`config.mk`:
```
export PLATFORM = sky130hd
export DESIGN_NAME = sd_spi_block_read_flat
export DESIGN_NICKNAME = d
export VERILOG_FILES = /design/src/hdl/sdr_pkg.sv /design/src/hdl/sdr_req_if.sv /design/src/hdl/sdr_res_if.sv /design/src/hdl/sdr_cfg_regs.sv /design/src/hdl/sdr_engine.sv /design/src/hdl/sd_spi_block_read.sv /design/src/flat_wrapper.sv
export SDC_FILE = /design/constraint.sdc
export NUM_CORES = 1
export LEC_CHECK = 0
export ABC_AREA = 1
export BUFFER_PORTS_ARGS = -buffer_cell sky130_fd_sc_hd__buf_2
export CORE_MARGIN = 2
export CORE_UTILIZATION = 55
export CTS_CLUSTER_SIZE = 24
export DETAILED_ROUTE_END_ITERATION = 8
export PLACE_DENSITY = 0.71
export RECOVER_POWER = 50
export SLEW_MARGIN = 40
export SYNTH_ARGS = -nofsm -noshare
export SYNTH_HDL_FRONTEND = slang
export SYNTH_SLANG_ARGS = --single-unit
export TNS_END_PERCENT = 20
```
`constraint.sdc`:
```
create_clock -name clk -period 4.2 [get_ports clk]
set_input_delay 0.63 -clock clk [delete_from_list [all_inputs] [get_ports clk]]
set_output_delay 0.63 -clock clk [all_outputs]
set_load 0.01 [all_outputs]
```
`src/hdl/sdr_pkg.sv`:
```
// Shared types, constants and codes for the SD SPI single-block read engine.
`default_nettype none
package sdr_pkg;

	localparam int BLOCK_BYTES = 512;
	localparam int BC_W = ($clog2(BLOCK_BYTES) > 3) ? $clog2(BLOCK_BYTES) : 3;
	localparam int POLL_W = 20;
	localparam int CFG_W = 20;
	localparam int REG_IDX_W = 2;

	localparam logic [7:0] FILLER = 8'hFF;
	localparam logic [7:0] CMD_PREFIX = 8'h40;
	localparam logic [15:0] CRC_POLY = 16'h1021;
	localparam logic [BC_W-1:0] FRAME_LAST = BC_W'(6);

	localparam logic [5:0] RST_CMD_INDEX = 6'd17;
	localparam logic [7:0] RST_CMD_CRC = 8'd0;
	localparam logic [7:0] RST_RESP_LIMIT = 8'd10;
	localparam logic [POLL_W-1:0] RST_TOKEN_LIMIT = POLL_W'(100000);

	typedef enum logic [2:0] {
		PH_IDLE,
		PH_FRAME,
		PH_RESP,
		PH_TOKEN,
		PH_DATA,
		PH_CRC
	} phase_t;

	typedef enum logic [0:0] {
		CMD_START = 1'b0,
		CMD_BYTE  = 1'b1
	} cmd_t;

	typedef enum logic [REG_IDX_W-1:0] {
		REG_CMD_INDEX,
		REG_CMD_CRC,
		REG_RESP_LIMIT,
		REG_TOKEN_LIMIT
	} reg_idx_t;

	typedef struct packed {
		logic [0:0]  command;
		logic [31:0] block_address;
		logic [7:0]  rx_byte;
	} req_word_t;

	typedef struct packed {
		logic        tx_valid;
		logic [7:0]  tx_byte;
		logic        data_valid;
		logic [7:0]  data_byte;
		logic        last_data;
		logic        done_res;
		logic        status;
		logic [7:0]  card_response;
		logic [15:0] crc_value;
	} res_word_t;

	typedef struct packed {
		logic [5:0]        cmd_index;
		logic [7:0]        cmd_crc;
		logic [7:0]        resp_limit;
		logic [POLL_W-1:0] token_limit;
	} cfg_t;

endpackage
`default_nettype wire

```
`src/hdl/sdr_req_if.sv`:
```
// Request channel: start commands and received link bytes.
`default_nettype none
interface sdr_req_if;
	logic               valid;
	logic               ready;
	sdr_pkg::req_word_t payload;

	modport source(output valid, output payload, input ready);
	modport sink(input valid, input payload, output ready);
endinterface
`default_nettype wire

```
`src/hdl/sdr_res_if.sv`:
```
// Result channel: bytes to send, block data and completion status.
`default_nettype none
interface sdr_res_if;
	logic               valid;
	logic               ready;
	sdr_pkg::res_word_t payload;

	modport source(output valid, output payload, input ready);
	modport sink(input valid, input payload, output ready);
endinterface
`default_nettype wire

```
`src/hdl/sdr_cfg_regs.sv`:
```
// Configuration register file for the block read engine.
`default_nettype none
module sdr_cfg_regs (
	input  wire logic                           clk,
	input  wire logic                           arst_n,
	input  wire logic                           wr_en,
	input  wire logic [sdr_pkg::REG_IDX_W-1:0]  reg_index,
	input  wire logic [sdr_pkg::CFG_W-1:0]      wr_data,
	output sdr_pkg::cfg_t                       cfg
);

	sdr_pkg::cfg_t cfg_q;

	always_ff @(posedge clk or negedge arst_n) begin
		if (!arst_n) begin
			cfg_q.cmd_index   <= sdr_pkg::RST_CMD_INDEX;
			cfg_q.cmd_crc     <= sdr_pkg::RST_CMD_CRC;
			cfg_q.resp_limit  <= sdr_pkg::RST_RESP_LIMIT;
			cfg_q.token_limit <= sdr_pkg::RST_TOKEN_LIMIT;
		end else if (wr_en) begin
			case (sdr_pkg::reg_idx_t'(reg_index))
				sdr_pkg::REG_CMD_INDEX: begin
					cfg_q.cmd_index <= wr_data[5:0];
				end
				sdr_pkg::REG_CMD_CRC: begin
					cfg_q.cmd_crc <= wr_data[7:0];
				end
				sdr_pkg::REG_RESP_LIMIT: begin
					cfg_q.resp_limit <= wr_data[7:0];
				end
				sdr_pkg::REG_TOKEN_LIMIT: begin
					cfg_q.token_limit <= wr_data[sdr_pkg::POLL_W-1:0];
				end
				default: begin
				end
			endcase
		end
	end

	assign cfg = cfg_q;

endmodule
`default_nettype wire

```
`src/hdl/sdr_engine.sv`:
```
// Transaction state and per-word step logic: framing, polling, data and CRC.
`default_nettype none
module sdr_engine (
	input  wire logic                clk,
	input  wire logic                arst_n,
	input  wire logic                step,
	input  wire sdr_pkg::req_word_t  word,
	input  wire sdr_pkg::cfg_t       cfg,
	output logic                     has_res,
	output sdr_pkg::res_word_t       res_word
);

	localparam int BC_W = sdr_pkg::BC_W;
	localparam int POLL_W = sdr_pkg::POLL_W;

	sdr_pkg::phase_t     phase_q, nxt_phase;
	logic [BC_W-1:0]     byte_cnt_q, nxt_byte_cnt;
	logic [POLL_W-1:0]   poll_cnt_q, nxt_poll_cnt;
	logic [15:0]         crc_q, nxt_crc;
	logic [31:0]         addr_q, nxt_addr;
	logic [7:0]          resp_q, nxt_resp;

	logic                do_decide;
	logic                do_data;
	logic [BC_W-1:0]     bc_inc;
	logic [BC_W:0]       bc_wide_inc;
	logic [15:0]         crc_fold_res;

	function automatic logic [15:0] crc_fold(input logic [15:0] acc_in, input logic [7:0] b);
		logic [15:0] acc;
		acc = acc_in ^ {b, 8'h00};
		for (int k = 0; k < 8; k++) begin
			if (acc[15])
				acc = {acc[14:0], 1'b0} ^ sdr_pkg::CRC_POLY;
			else
				acc = {acc[14:0], 1'b0};
		end
		return acc;
	endfunction

	assign bc_inc = byte_cnt_q + BC_W'(1);
	assign bc_wide_inc = {1'b0, byte_cnt_q} + (BC_W+1)'(1);
	assign crc_fold_res = crc_fold(crc_q, word.rx_byte);

	always_comb begin
		nxt_phase    = phase_q;
		nxt_byte_cnt = byte_cnt_q;
		nxt_poll_cnt = poll_cnt_q;
		nxt_crc      = crc_q;
		nxt_addr     = addr_q;
		nxt_resp     = resp_q;
		res_word     = '0;
		has_res      = 1'b0;
		do_decide    = 1'b0;
		do_data      = 1'b0;

		if (word.command == sdr_pkg::CMD_START) begin
			nxt_addr     = word.block_address;
			nxt_resp     = sdr_pkg::FILLER;
			nxt_phase    = sdr_pkg::PH_FRAME;
			nxt_byte_cnt = '0;
			nxt_poll_cnt = '0;
			nxt_crc      = '0;
			has_res      = 1'b1;
			res_word.tx_valid = 1'b1;
			res_word.tx_byte  = sdr_pkg::FILLER;
		end else begin
			case (phase_q)
				sdr_pkg::PH_FRAME: begin
					has_res = 1'b1;
					if (byte_cnt_q < sdr_pkg::FRAME_LAST) begin
						nxt_byte_cnt = bc_inc;
						res_word.tx_valid = 1'b1;
						case (bc_inc[2:0])
							3'd1:    res_word.tx_byte = sdr_pkg::CMD_PREFIX | {2'b00, cfg.cmd_index};
							3'd2:    res_word.tx_byte = addr_q[31:24];
							3'd3:    res_word.tx_byte = addr_q[23:16];
							3'd4:    res_word.tx_byte = addr_q[15:8];
							3'd5:    res_word.tx_byte = addr_q[7:0];
							default: res_word.tx_byte = cfg.cmd_crc;
						endcase
					end else if (cfg.resp_limit == 8'd0) begin
						do_decide = 1'b1;
					end else begin
						nxt_poll_cnt = '0;
						nxt_phase    = sdr_pkg::PH_RESP;
						res_word.tx_valid = 1'b1;
						res_word.tx_byte  = sdr_pkg::FILLER;
					end
				end
				sdr_pkg::PH_RESP: begin
					has_res      = 1'b1;
					nxt_poll_cnt = poll_cnt_q + POLL_W'(1);
					nxt_resp     = word.rx_byte;
					if (word.rx_byte != sdr_pkg::FILLER ||
							nxt_poll_cnt >= POLL_W'(cfg.resp_limit)) begin
						do_decide = 1'b1;
					end else begin
						res_word.tx_valid = 1'b1;
						res_word.tx_byte  = sdr_pkg::FILLER;
					end
				end
				sdr_pkg::PH_TOKEN: begin
					has_res      = 1'b1;
					nxt_poll_cnt = poll_cnt_q + POLL_W'(1);
					if (word.rx_byte != sdr_pkg::FILLER || nxt_poll_cnt >= cfg.token_limit) begin
						do_data = 1'b1;
					end else begin
						res_word.tx_valid = 1'b1;
						res_word.tx_byte  = sdr_pkg::FILLER;
					end
				end
				sdr_pkg::PH_DATA: begin
					has_res = 1'b1;
					nxt_crc = crc_fold_res;
					res_word.data_valid = 1'b1;
					res_word.data_byte  = word.rx_byte;
					if (bc_wide_inc >= (BC_W+1)'(sdr_pkg::BLOCK_BYTES)) begin
						res_word.last_data = 1'b1;
						nxt_phase    = sdr_pkg::PH_CRC;
						nxt_byte_cnt = '0;
					end else begin
						nxt_byte_cnt = bc_inc;
					end
					res_word.tx_valid = 1'b1;
					res_word.tx_byte  = sdr_pkg::FILLER;
				end
				sdr_pkg::PH_CRC: begin
					has_res = 1'b1;
					nxt_crc = crc_fold_res;
					if (byte_cnt_q == '0) begin
						nxt_byte_cnt = BC_W'(1);
						res_word.tx_valid = 1'b1;
						res_word.tx_byte  = sdr_pkg::FILLER;
					end else begin
						nxt_phase = sdr_pkg::PH_IDLE;
						res_word.done_res  = 1'b1;
						res_word.status    = 1'b0;
						res_word.crc_value = crc_fold_res;
					end
				end
				default: begin
					has_res = 1'b0;
				end
			endcase
		end

		// response byte decides between reject, token wait and data start
		if (do_decide) begin
			nxt_resp = word.rx_byte;
			if (word.rx_byte != 8'h00) begin
				nxt_phase = sdr_pkg::PH_IDLE;
				res_word.done_res = 1'b1;
				res_word.status   = 1'b1;
			end else begin
				nxt_poll_cnt = '0;
				if (cfg.token_limit == '0) begin
					do_data = 1'b1;
				end else begin
					nxt_phase = sdr_pkg::PH_TOKEN;
					res_word.tx_valid = 1'b1;
					res_word.tx_byte  = sdr_pkg::FILLER;
				end
			end
		end

		if (do_data) begin
			nxt_phase    = sdr_pkg::PH_DATA;
			nxt_byte_cnt = '0;
			nxt_crc      = '0;
			res_word.tx_valid = 1'b1;
			res_word.tx_byte  = sdr_pkg::FILLER;
		end

		res_word.card_response = nxt_resp;
	end

	always_ff @(posedge clk or negedge arst_n) begin
		if (!arst_n) begin
			phase_q    <= sdr_pkg::PH_IDLE;
			byte_cnt_q <= '0;
			poll_cnt_q <= '0;
			crc_q      <= '0;
			addr_q     <= '0;
			resp_q     <= sdr_pkg::FILLER;
		end else if (step) begin
			phase_q    <= nxt_phase;
			byte_cnt_q <= nxt_byte_cnt;
			poll_cnt_q <= nxt_poll_cnt;
			crc_q      <= nxt_crc;
			addr_q     <= nxt_addr;
			resp_q     <= nxt_resp;
		end
	end

endmodule
`default_nettype wire

```
`src/hdl/sd_spi_block_read.sv`:
```
// Top level of the SD card SPI single-block read engine.
//
// req carries one word per SPI byte exchange: command 0 starts a read of
// block_address (abandoning any read in progress), command 1 hands in the
// byte received for the byte last sent. A received byte while idle is
// dropped and gives no result.
// res carries at most one word per step: the next byte to send (tx_valid/tx_byte),
// a block data byte (data_valid/data_byte/last_data), and on the final word
// done_res with status (1 = rejected by card) and crc_value (0 = good).
// The user must write registers on wr_en/reg_index/wr_data only while the
// engine idles; the block does not enforce it. A word accepted on req is
// registered in word_s1, then stepped into res_word_q once res is free.
// Throughput: one word per cycle while res is not stalled; the step logic
// (frame mux, poll compare, byte-wide CRC-16 fold) sits between the input
// and result registers. A stalled res holds its word; req keeps taking one
// more word and then drops ready until the result register drains. Reset
// clears both pipeline registers, the engine goes idle and the registers
// return to their defaults; no clearing pass is needed.
`default_nettype none
module sd_spi_block_read (
	input  wire logic                          clk,
	input  wire logic                          arst_n,
	sdr_req_if.sink                            req,
	sdr_res_if.source                          res,
	input  wire logic                          wr_en,
	input  wire logic [sdr_pkg::REG_IDX_W-1:0] reg_index,
	input  wire logic [sdr_pkg::CFG_W-1:0]     wr_data
);

	sdr_pkg::cfg_t       cfg;
	logic                valid_s1;
	sdr_pkg::req_word_t  word_s1;
	logic                res_valid_q;
	sdr_pkg::res_word_t  res_word_q;
	logic                res_free;
	logic                step;
	logic                has_res;
	sdr_pkg::res_word_t  step_res;

	sdr_cfg_regs u_cfg (
		.clk       (clk),
		.arst_n    (arst_n),
		.wr_en     (wr_en),
		.reg_index (reg_index),
		.wr_data   (wr_data),
		.cfg       (cfg)
	);

	sdr_engine u_engine (
		.clk      (clk),
		.arst_n   (arst_n),
		.step     (step),
		.word     (word_s1),
		.cfg      (cfg),
		.has_res  (has_res),
		.res_word (step_res)
	);

	assign res_free  = !res_valid_q || res.ready;
	assign step      = valid_s1 && res_free;
	assign req.ready = !valid_s1 || res_free;

	always_ff @(posedge clk or negedge arst_n) begin
		if (!arst_n) begin
			valid_s1 <= 1'b0;
		end else if (req.ready) begin
			valid_s1 <= req.valid;
		end
	end

	always_ff @(posedge clk) begin
		if (req.ready && req.valid) begin
			word_s1 <= req.payload;
		end
	end

	always_ff @(posedge clk or negedge arst_n) begin
		if (!arst_n) begin
			res_valid_q <= 1'b0;
		end else if (res_free) begin
			res_valid_q <= step && has_res;
		end
	end

	always_ff @(posedge clk) begin
		if (step && has_res) begin
			res_word_q <= step_res;
		end
	end

	assign res.valid   = res_valid_q;
	assign res.payload = res_word_q;

	a_data_sends: assert property (@(posedge clk) disable iff (!arst_n)
		res.valid && res.payload.data_valid |-> res.payload.tx_valid)
		else $error("data word without a filler to send");

	a_done_quiet: assert property (@(posedge clk) disable iff (!arst_n)
		res.valid && res.payload.done_res |-> !res.payload.tx_valid && !res.payload.data_valid)
		else $error("completion word also sends or carries data");

	a_status_done: assert property (@(posedge clk) disable iff (!arst_n)
		res.valid && (res.payload.status || res.payload.crc_value != 16'h0000)
		|-> res.payload.done_res)
		else $error("status or crc outside completion word");

	a_last_data: assert property (@(posedge clk) disable iff (!arst_n)
		res.valid && res.payload.last_data |-> res.payload.data_valid)
		else $error("last_data without data_valid");

endmodule
`default_nettype wire

```
`src/flat_wrapper.sv`:
```
// flat-port wrapper written by rule: the top's interface ports become plain ports
module sd_spi_block_read_flat 
  (clk, arst_n, wr_en, reg_index, wr_data, req_valid, req_payload, req_ready, res_valid, res_payload, res_ready);
  sdr_req_if req_i ();
  sdr_res_if res_i ();
  input  wire logic clk;
  input  wire logic arst_n;
  input  wire logic wr_en;
  input  wire logic [sdr_pkg::REG_IDX_W-1:0] reg_index;
  input  wire logic [sdr_pkg::CFG_W-1:0] wr_data;
  input wire logic [$bits(req_i.valid)-1:0] req_valid;
  input wire logic [$bits(req_i.payload)-1:0] req_payload;
  output wire logic [$bits(req_i.ready)-1:0] req_ready;
  output wire logic [$bits(res_i.valid)-1:0] res_valid;
  output wire logic [$bits(res_i.payload)-1:0] res_payload;
  input wire logic [$bits(res_i.ready)-1:0] res_ready;
  assign req_i.valid = req_valid;
  assign req_i.payload = req_payload;
  assign req_ready = req_i.ready;
  assign res_valid = res_i.valid;
  assign res_payload = res_i.payload;
  assign res_i.ready = res_ready;
  sd_spi_block_read u_core (.clk(clk), .arst_n(arst_n), .req(req_i), .res(res_i), .wr_en(wr_en), .reg_index(reg_index), .wr_data(wr_data));
endmodule
```
==> results of run 1 <==
## kinds of logic (layout without fill, tap and decap cells)
kind of cell               after synthesis  after routing
and+or+nand+nor                        578            578
DFF                                    218            218
AOI/OAI and AO/OA                      195            195
buffers and inverters                  195            325
adders and majority gates               31             31
xor gates and xnor gates                30             30
muxes                                    6              6
## sequential cells by signal, indices dropped and copies added, names as in the netlist
register	flops
u_core.u_engine.addr_q	32
u_core.valid_s1	1
u_core.u_engine.crc_q	16
u_core.word_s1	41
u_core.u_engine.poll_cnt_q	20
u_core.u_engine.resp_q	8
u_core.u_engine.phase_q	3
u_core.u_cfg.cfg	42
u_core.u_engine.byte_cnt_q	9
u_core.res.valid	1
u_core.res.payload	45
## metal layers
| metal | up-vias | routed length (microns) | track usage, % |
|---|---|---|---|
| li1 | 4388 | - | - |
| met1 | 4116 | 11300 | 33.4 |
| met2 | 286 | 12000 | 40.5 |
| met3 | 67 | 1490 | 2.97 |
| met4 | 0 | 1010 | 10.1 |
| met5 | - | 0 | 0 |
## power by group
part / internal, uW / switching, uW
combinational: 935 / 1780
clock: 1240 / 844
sequential: 2970 / 323
## per-stage QoR
| step | worst slack, ns | hold WS [ns] | area [sq um] |
|---|---|---|---|
| after detailed placement | 0.372 | 0.457 | 12000 |
| after CTS | 0.317 | 0.225 | 12700 |
| final | 0.396 | 0.0723 | 12700 |
| after floorplan | 1.09 | 0.334 | 11100 |
| after global routing | 0.0185 | 0.126 | 12700 |
| after global placement | 0.595 | 0.455 | 12000 |
## repair_timing
action	in CTS	in global routing
endpoints found under the setup margin	0	19
resized for setup	0	1
hold buffers	0	0
## layout make-up
cell class / count / share of cell area, %
clock inverter: 8 / 0.600
tap: 270 / 2.65
clock buffer: 34 / 5.58
multi-input combinational: 840 / 35.0
timing repair buffer: 128 / 5.18
sequential: 218 / 46.4
inverter: 155 / 4.57
## layout by cell type, fill, tap and decap left out, types with 3 or more instances in the layout
cell / n
a21o_1: 3
a21oi_1: 57
a22oi_1: 9
a311oi_1: 7
buf_2: 110
buf_4: 9
clkbuf_1: 13
clkbuf_16: 26
clkbuf_8: 3
clkinv_1: 7
clkinv_2: 3
clkinvlp_4: 3
dfrtp_1: 113
dfstp_2: 18
edfxtp_1: 86
ha_1: 31
inv_1: 146
mux2_2: 6
nand2_1: 242
nand2_2: 23
nand2_4: 3
nand3_1: 94
nand4_1: 23
nor2_1: 151
nor2_2: 4
nor2_4: 5
nor3_1: 8
nor4_1: 6
o2111ai_1: 3
o211ai_1: 4
o21ai_0: 59
o21ai_1: 12
o21ai_2: 9
o22ai_1: 25
o31ai_1: 3
or2_2: 12
xnor2_1: 14
xor2_1: 16
## worst max path at each step
| stage | from | to | slack, ns | depth (start not counted) |
|---|---|---|---|---|
| after floorplan | res_ready | u_core.res.payload[0] | 1.09 | 8 |
| after global routing | u_core.u_engine.poll_cnt_q[0] | u_core.res.payload[40] | 0.02 | 19 |
| after detailed placement | u_core.u_engine.poll_cnt_q[0] | u_core.res.payload[40] | 0.37 | 19 |
| after global placement | u_core.u_engine.poll_cnt_q[0] | u_core.res.payload[38] | 0.59 | 19 |
| final | u_core.u_engine.poll_cnt_q[0] | u_core.res.payload[40] | 0.40 | 19 |
| after CTS | u_core.u_engine.poll_cnt_q[0] | u_core.res.payload[40] | 0.32 | 19 |
## synthesized netlist by cell type, types with 12 or more instances
library cell  instances
edfxtp_1             86
xor2_1               16
o21ai_0              59
a21oi_1              57
clkbuf_1             31
dfrtp_1             114
nand2_2              21
nor2_1              151
ha_1                 31
nand3_1              94
dfstp_2              18
inv_1               146
o22ai_1              25
or2_2                12
o21ai_1              12
nand4_1              23
xnor2_1              14
nand2_1             244
## worst reg2reg max path: stages (launching register included)
cell,delay (ns)
dfrtp_2,0.47
ha_1,0.28
nand3_1,0.18
nor2_4,0.19
xor2_1,0.27
ha_1,0.31
nand4_1,0.10
nand3_1,0.07
nor2_1,0.12
nand3_1,0.09
nor2_1,0.18
nand3_1,0.16
o21ai_2,0.17
nand2_2,0.10
nand3_4,0.11
nand2_4,0.20
inv_2,0.14
nand2_1,0.09
nor2_4,0.20
o21ai_1,0.11
==> results.tsv, run 1 <==
metric	value	unit
status	finished, violations left	
violations	capacitance limit, slew limit	
route.detailed.drc	0	
worst_pin_slew	2.24	ns
wl_per_cell	15.6	microns
drt-total-wl	25800	microns
yosysUniqueCellTypes	46	
min_path_type	in2async	
port_buffers	114	
finalCritPeriodShare	90.6	%
vias	8857	
hpwl	18300	microns
syn_to_final_growth	14.4	%
gp_congestion	0.911	
dieArea	0.0214	sq mm
crit_path_top_delay_cell	dfrtp_2	
final_nets	1465	
worst_r2r_endpoint	u_core.res.payload[40]	
numCtsBuffers	23	
cts_buffer_depth	3	
ys_seq_elements	218	
die_w	146	microns
cpMostUsedCell	nand3_1	
grt_first_pass_wirelength	42600	microns
rsz0062_at_grt	false	
stdcell_count	1653	
syn-num-nets	1352	
cellLeakagePower	0.00595	uW
synthMuxAreaShare	0.607	%
fin_crit	3.80	ns
htreeDepth	1	
clkSinkCount	218	
clk_pin_slew_worst_paths	0.06	ns
critPathMaxFanout	26	
synth_xor_xnor_area_share	2.36	%
rrSetupSlack	0.40	ns
hold_violations	0	
cts_setup_buffers	0	
setup_viol	0	
finalPower	8100	uW
avgViaCountPerCell	5.36	
yosysTopAreaCell	dfrtp_1	
slew-limit-headroom	-49.2	%
reg2reg_from	u_core.u_engine.poll_cnt_q[0]	
max-vdd-ir-drop	0.405	mV
detail-route-antenna-nets	0	
netlist.area_leader.share	25.6	%
syn_area	0.0111	sq mm
die-height	146	microns
yosys.area_share.simple	23.3	%
seq_area_frac_synth	53.1	%
required	4.45	ns
rows	52	
crit_chain	ha_1 -> nand3_1 -> nor2_4 -> xor2_1 -> ha_1 -> nand4_1 -> nand3_1 -> nor2_1 -> nand3_1 -> nor2_1 -> nand3_1 -> o21ai_2 -> nand2_2 -> nand3_4 -> nand2_4 -> inv_2 -> nand2_1 -> nor2_4 -> o21ai_1	
worstRegToRegCells	19	
synth_ff_type	dfrtp_1	
synthTopCellsByArea	dfrtp_1 (26%), edfxtp_1 (23%), nand2_1 (8.2%), nor2_1 (5.1%), inv_1 (4.9%)	
cp_top_family	simple AND/OR/NAND/NOR gates	
multi_input_area	0.00445	sq mm
grt_max_degree	62	
utilization	63.5	%
path_buf_inv	1	
yosys.area_share.adder	3.49	%
grt_pass1_vias	8600	
placed_cells	1611	
tns	0	ns
clock.fmax	263	MHz
grtUsageTotal	24.6	%
clk_latency	0.52	ns
cp_slowest_stage_delay	0.47	ns
synth-edff-count	86	
syn-instance-count	1253	
antenna_found_initial	0	
cts_tree	yes	
initial_core_util	55.5	%
ff_latch_area	0.00591	sq mm
antenna-diode-count	0	
powerDensity	636	mW/mm^2
yosysWarningCount	0	
dr.pass1.iters	5	
worstPathArrival	4.06	ns
synth_top_family_by_area	simple AND/OR/NAND/NOR gates	
root_buffer	clkbuf_16	
drt_iter0_markers	620	
cap_violations	3	
pin_count	115	
async_flop_share	60.6	%
overflow	0	
core-area	0.0200	sq mm
cp-end-kind	register	
worstSetupStartpointType	register	
synth_compound_area_share	10.2	%
crit_type	reg2reg	
drive_above_1_share	17.8	%
slew_violations	113	
fillerInstances	1746	
skew	0.0135	ns
syn_avg_cell_area	8.88	sq um
(Power assumes the default switching activity.)
==> run 2: changes to the inputs <==
==> constraint.sdc (replaced) <==
create_clock -name clk -period 3.8 [get_ports clk]
set_input_delay 0.57 -clock clk [delete_from_list [all_inputs] [get_ports clk]]
set_output_delay 0.57 -clock clk [all_outputs]
set_load 0.01 [all_outputs]
==> run 2 against run 1 <==
  * The run still ends with capacitance limit, slew limit left
  * Worst hold slack improved by 0.16 ns
  * Global-route usage decreased by 0.55 points
  * Sequential share of layout area grew 0.064 points
  * Die area stayed put
  * Maximum frequency increased by 6.1%
  * Power up 8.7%
  * Sequential cell count stayed put
  * Register-to-register slack lost 0.18 ns
  * Via count increased by 1.5%
  * Critical path type unchanged
  * Largest cell class unchanged
==> results.tsv, run 2 (same netlist as run 1, synthesis figures left out) <==
metric	value	unit	change
die_w	146	microns	unchanged
detail-route-antenna-nets	0		unchanged
place_ws	0.180	ns	-0.192 ns
worst_r2r_endpoint	u_core.res.payload[40]		
slew_violations	55		-51%
worstHoldStart	req_payload[2]		
violations	capacitance limit, slew limit		
slew-limit-headroom	-97.9	%	-49 points
worstSetupStartpointType	register		
vias	8991		+1.5%
combinationalPowerShare	34.0	%	+0.4 points
grt_max_degree	79		+27%
worstRegToRegCells	19		unchanged
tns	0	ns	unchanged
final_nets	1468		+0.20%
grt_pass1_vias	8537		-0.73%
p_switching	3210	uW	+8.7%
seqPwrFrac	41.3	%	+0.6 points
numCtsBuffers	23		unchanged
fin_crit	3.59	ns	-0.217 ns
clkSinkCount	218		unchanged
pin_count	115		unchanged
skew	0.0128	ns	-0.000667 ns
cap_violations	1		-2
max-vdd-ir-drop	0.656	mV	+62%
cp-end-kind	register		
hpwl	18300	microns	+0.35%
fin_hold_ws	0.232	ns	+0.160 ns
drive_above_1_share	16.2	%	-1.6 points
dieArea	0.0214	sq mm	unchanged
powerDensity	692	mW/mm^2	+8.8%
worstPathArrival	3.83	ns	-0.23 ns
cp_slowest_stage_delay	0.41	ns	-0.06 ns
finalPower	8800	uW	+8.7%
critPathMaxFanout	11		-58%
root_buffer	clkbuf_16		
initial_core_util	55.5	%	unchanged
drt_iter0_markers	682		+10%
die-height	146	microns	unchanged
core-area	0.0200	sq mm	unchanged
finalCritPeriodShare	94.4	%	+3.8 points
rsz0062_at_grt	false		
rrSetupSlack	0.21	ns	-0.18 ns
path_buf_inv	1		unchanged
reg2reg_from	u_core.u_engine.poll_cnt_q[1]		
avgViaCountPerCell	5.43		+1.3%
crit_end	u_core.res.payload[40]		
status	finished, violations left		
cellLeakagePower	0.00589	uW	-0.93%
crit_path_top_delay_cell	dfrtp_1		
clk_latency	0.51	ns	about the same
syn_to_final_growth	14.2	%	
gp_congestion	0.913		+0.18%
grt_first_pass_wirelength	41900	microns	-1.7%
min_path_type	in2reg		
clk_pin_slew_worst_paths	0.06	ns	about the same
crit_chain	ha_1 -> nand3_1 -> nor2_4 -> xor2_2 -> ha_1 -> nand4_1 -> nand3_1 -> nor2_1 -> nand3_1 -> nor2_1 -> nand3_1 -> o21ai_2 -> nand2_2 -> nand2_2 -> inv_2 -> nand2_1 -> nor2_1 -> nor2_4 -> o21ai_1		
swShare	36.5	%	about the same
clock.fmax	279	MHz	+6.1%
crit_start	u_core.u_engine.poll_cnt_q[1]		
cts_tree	yes		
drt-total-wl	25800	microns	-0.26%
clkPwrFrac	24.8	%	-0.9 points
internal-power	5590	uW	+8.6%
setup_viol	0		unchanged
required	4.04	ns	-0.41 ns
worst_pin_slew	2.97	ns	+0.731 ns
design_area	0.0127	sq mm	-0.16%
wl_per_cell	15.6	microns	-0.44%
hold_violations	0		unchanged
grtUsageTotal	24.0	%	-0.55 points
layout_common_cells	nand2_1 (242), nor2_1 (150), inv_1 (146)		
largest_reg_flops	45		unchanged
route.detailed.drc	0		unchanged
placed_cell_area	0.0120	sq mm	+0.33%
cpMostUsedCell	nand3_1		
setup_ws	0.214	ns	-0.183 ns
fillerInstances	1765		+1.1%
cts_buffer_depth	3		unchanged
overflow	0		unchanged
htreeDepth	1		unchanged
layout_commonest_cell	nand2_1		
crit_type	reg2reg		
cp_top_family	simple AND/OR/NAND/NOR gates		
port_buffers	114		unchanged
antenna-diode-count	0		unchanged
antenna_found_initial	0		unchanged
holdPathStages	1		
rows	52		unchanged
crit_cells	19		unchanged
dr.pass1.iters	7		+2
-- run 2: worst min path at each step --
stage                                 to
4_1_cts              u_core.u_cfg.cfg[1]
5_1_grt               u_core.word_s1[17]
3_5_place_dp   u_core.u_engine.resp_q[6]
6_report               u_core.word_s1[2]
3_3_place_gp   u_core.u_engine.resp_q[3]
2_1_floorplan           u_core.res.valid
-- run 2: repair_timing --
item | in CTS | in global routing
setup endpoints to repair | 0 | 19
hold buffers | 0 | 0
buffers inserted | 0 | 1
resized for setup | 0 | 2
-- run 2: power by group through the flow --
stage	sequential [uW]	combinational, uW	clock, uW
after global routing	3700	3360	2300
final	3630	2990	2180
after detailed placement	3660	3010	0
after global placement	3650	2950	0
after CTS	3630	3020	2220
after floorplan	3700	2010	0
-- run 2: layout make-up --
| class | instances | area [sq um] | share of cell area, % |
|---|---|---|---|
| multi-input cells | 840 | 4460 | 35.1 |
| inverters | 155 | 582 | 4.58 |
| clock inverters | 13 | 114 | 0.896 |
| clock buffers | 29 | 618 | 4.86 |
| repair buffers | 131 | 686 | 5.40 |
| well taps | 270 | 338 | 2.66 |
| flip-flops and latches | 218 | 5910 | 46.5 |
-- run 2: layer usage --
metal,vias up,track usage (%),wire length [microns]
li1,4405,-,-
met1,4242,32.6,11300
met2,288,40.2,12300
met3,56,3.38,1410
met4,0,8.01,773
met5,-,0,0
-- run 2: stage by stage --
step,util (%),instances
after global routing,63.4,1656
after floorplan,-,1253
after detailed placement,59.9,1613
final,63.4,1656
after global placement,59.9,1613
after CTS,63.5,1655
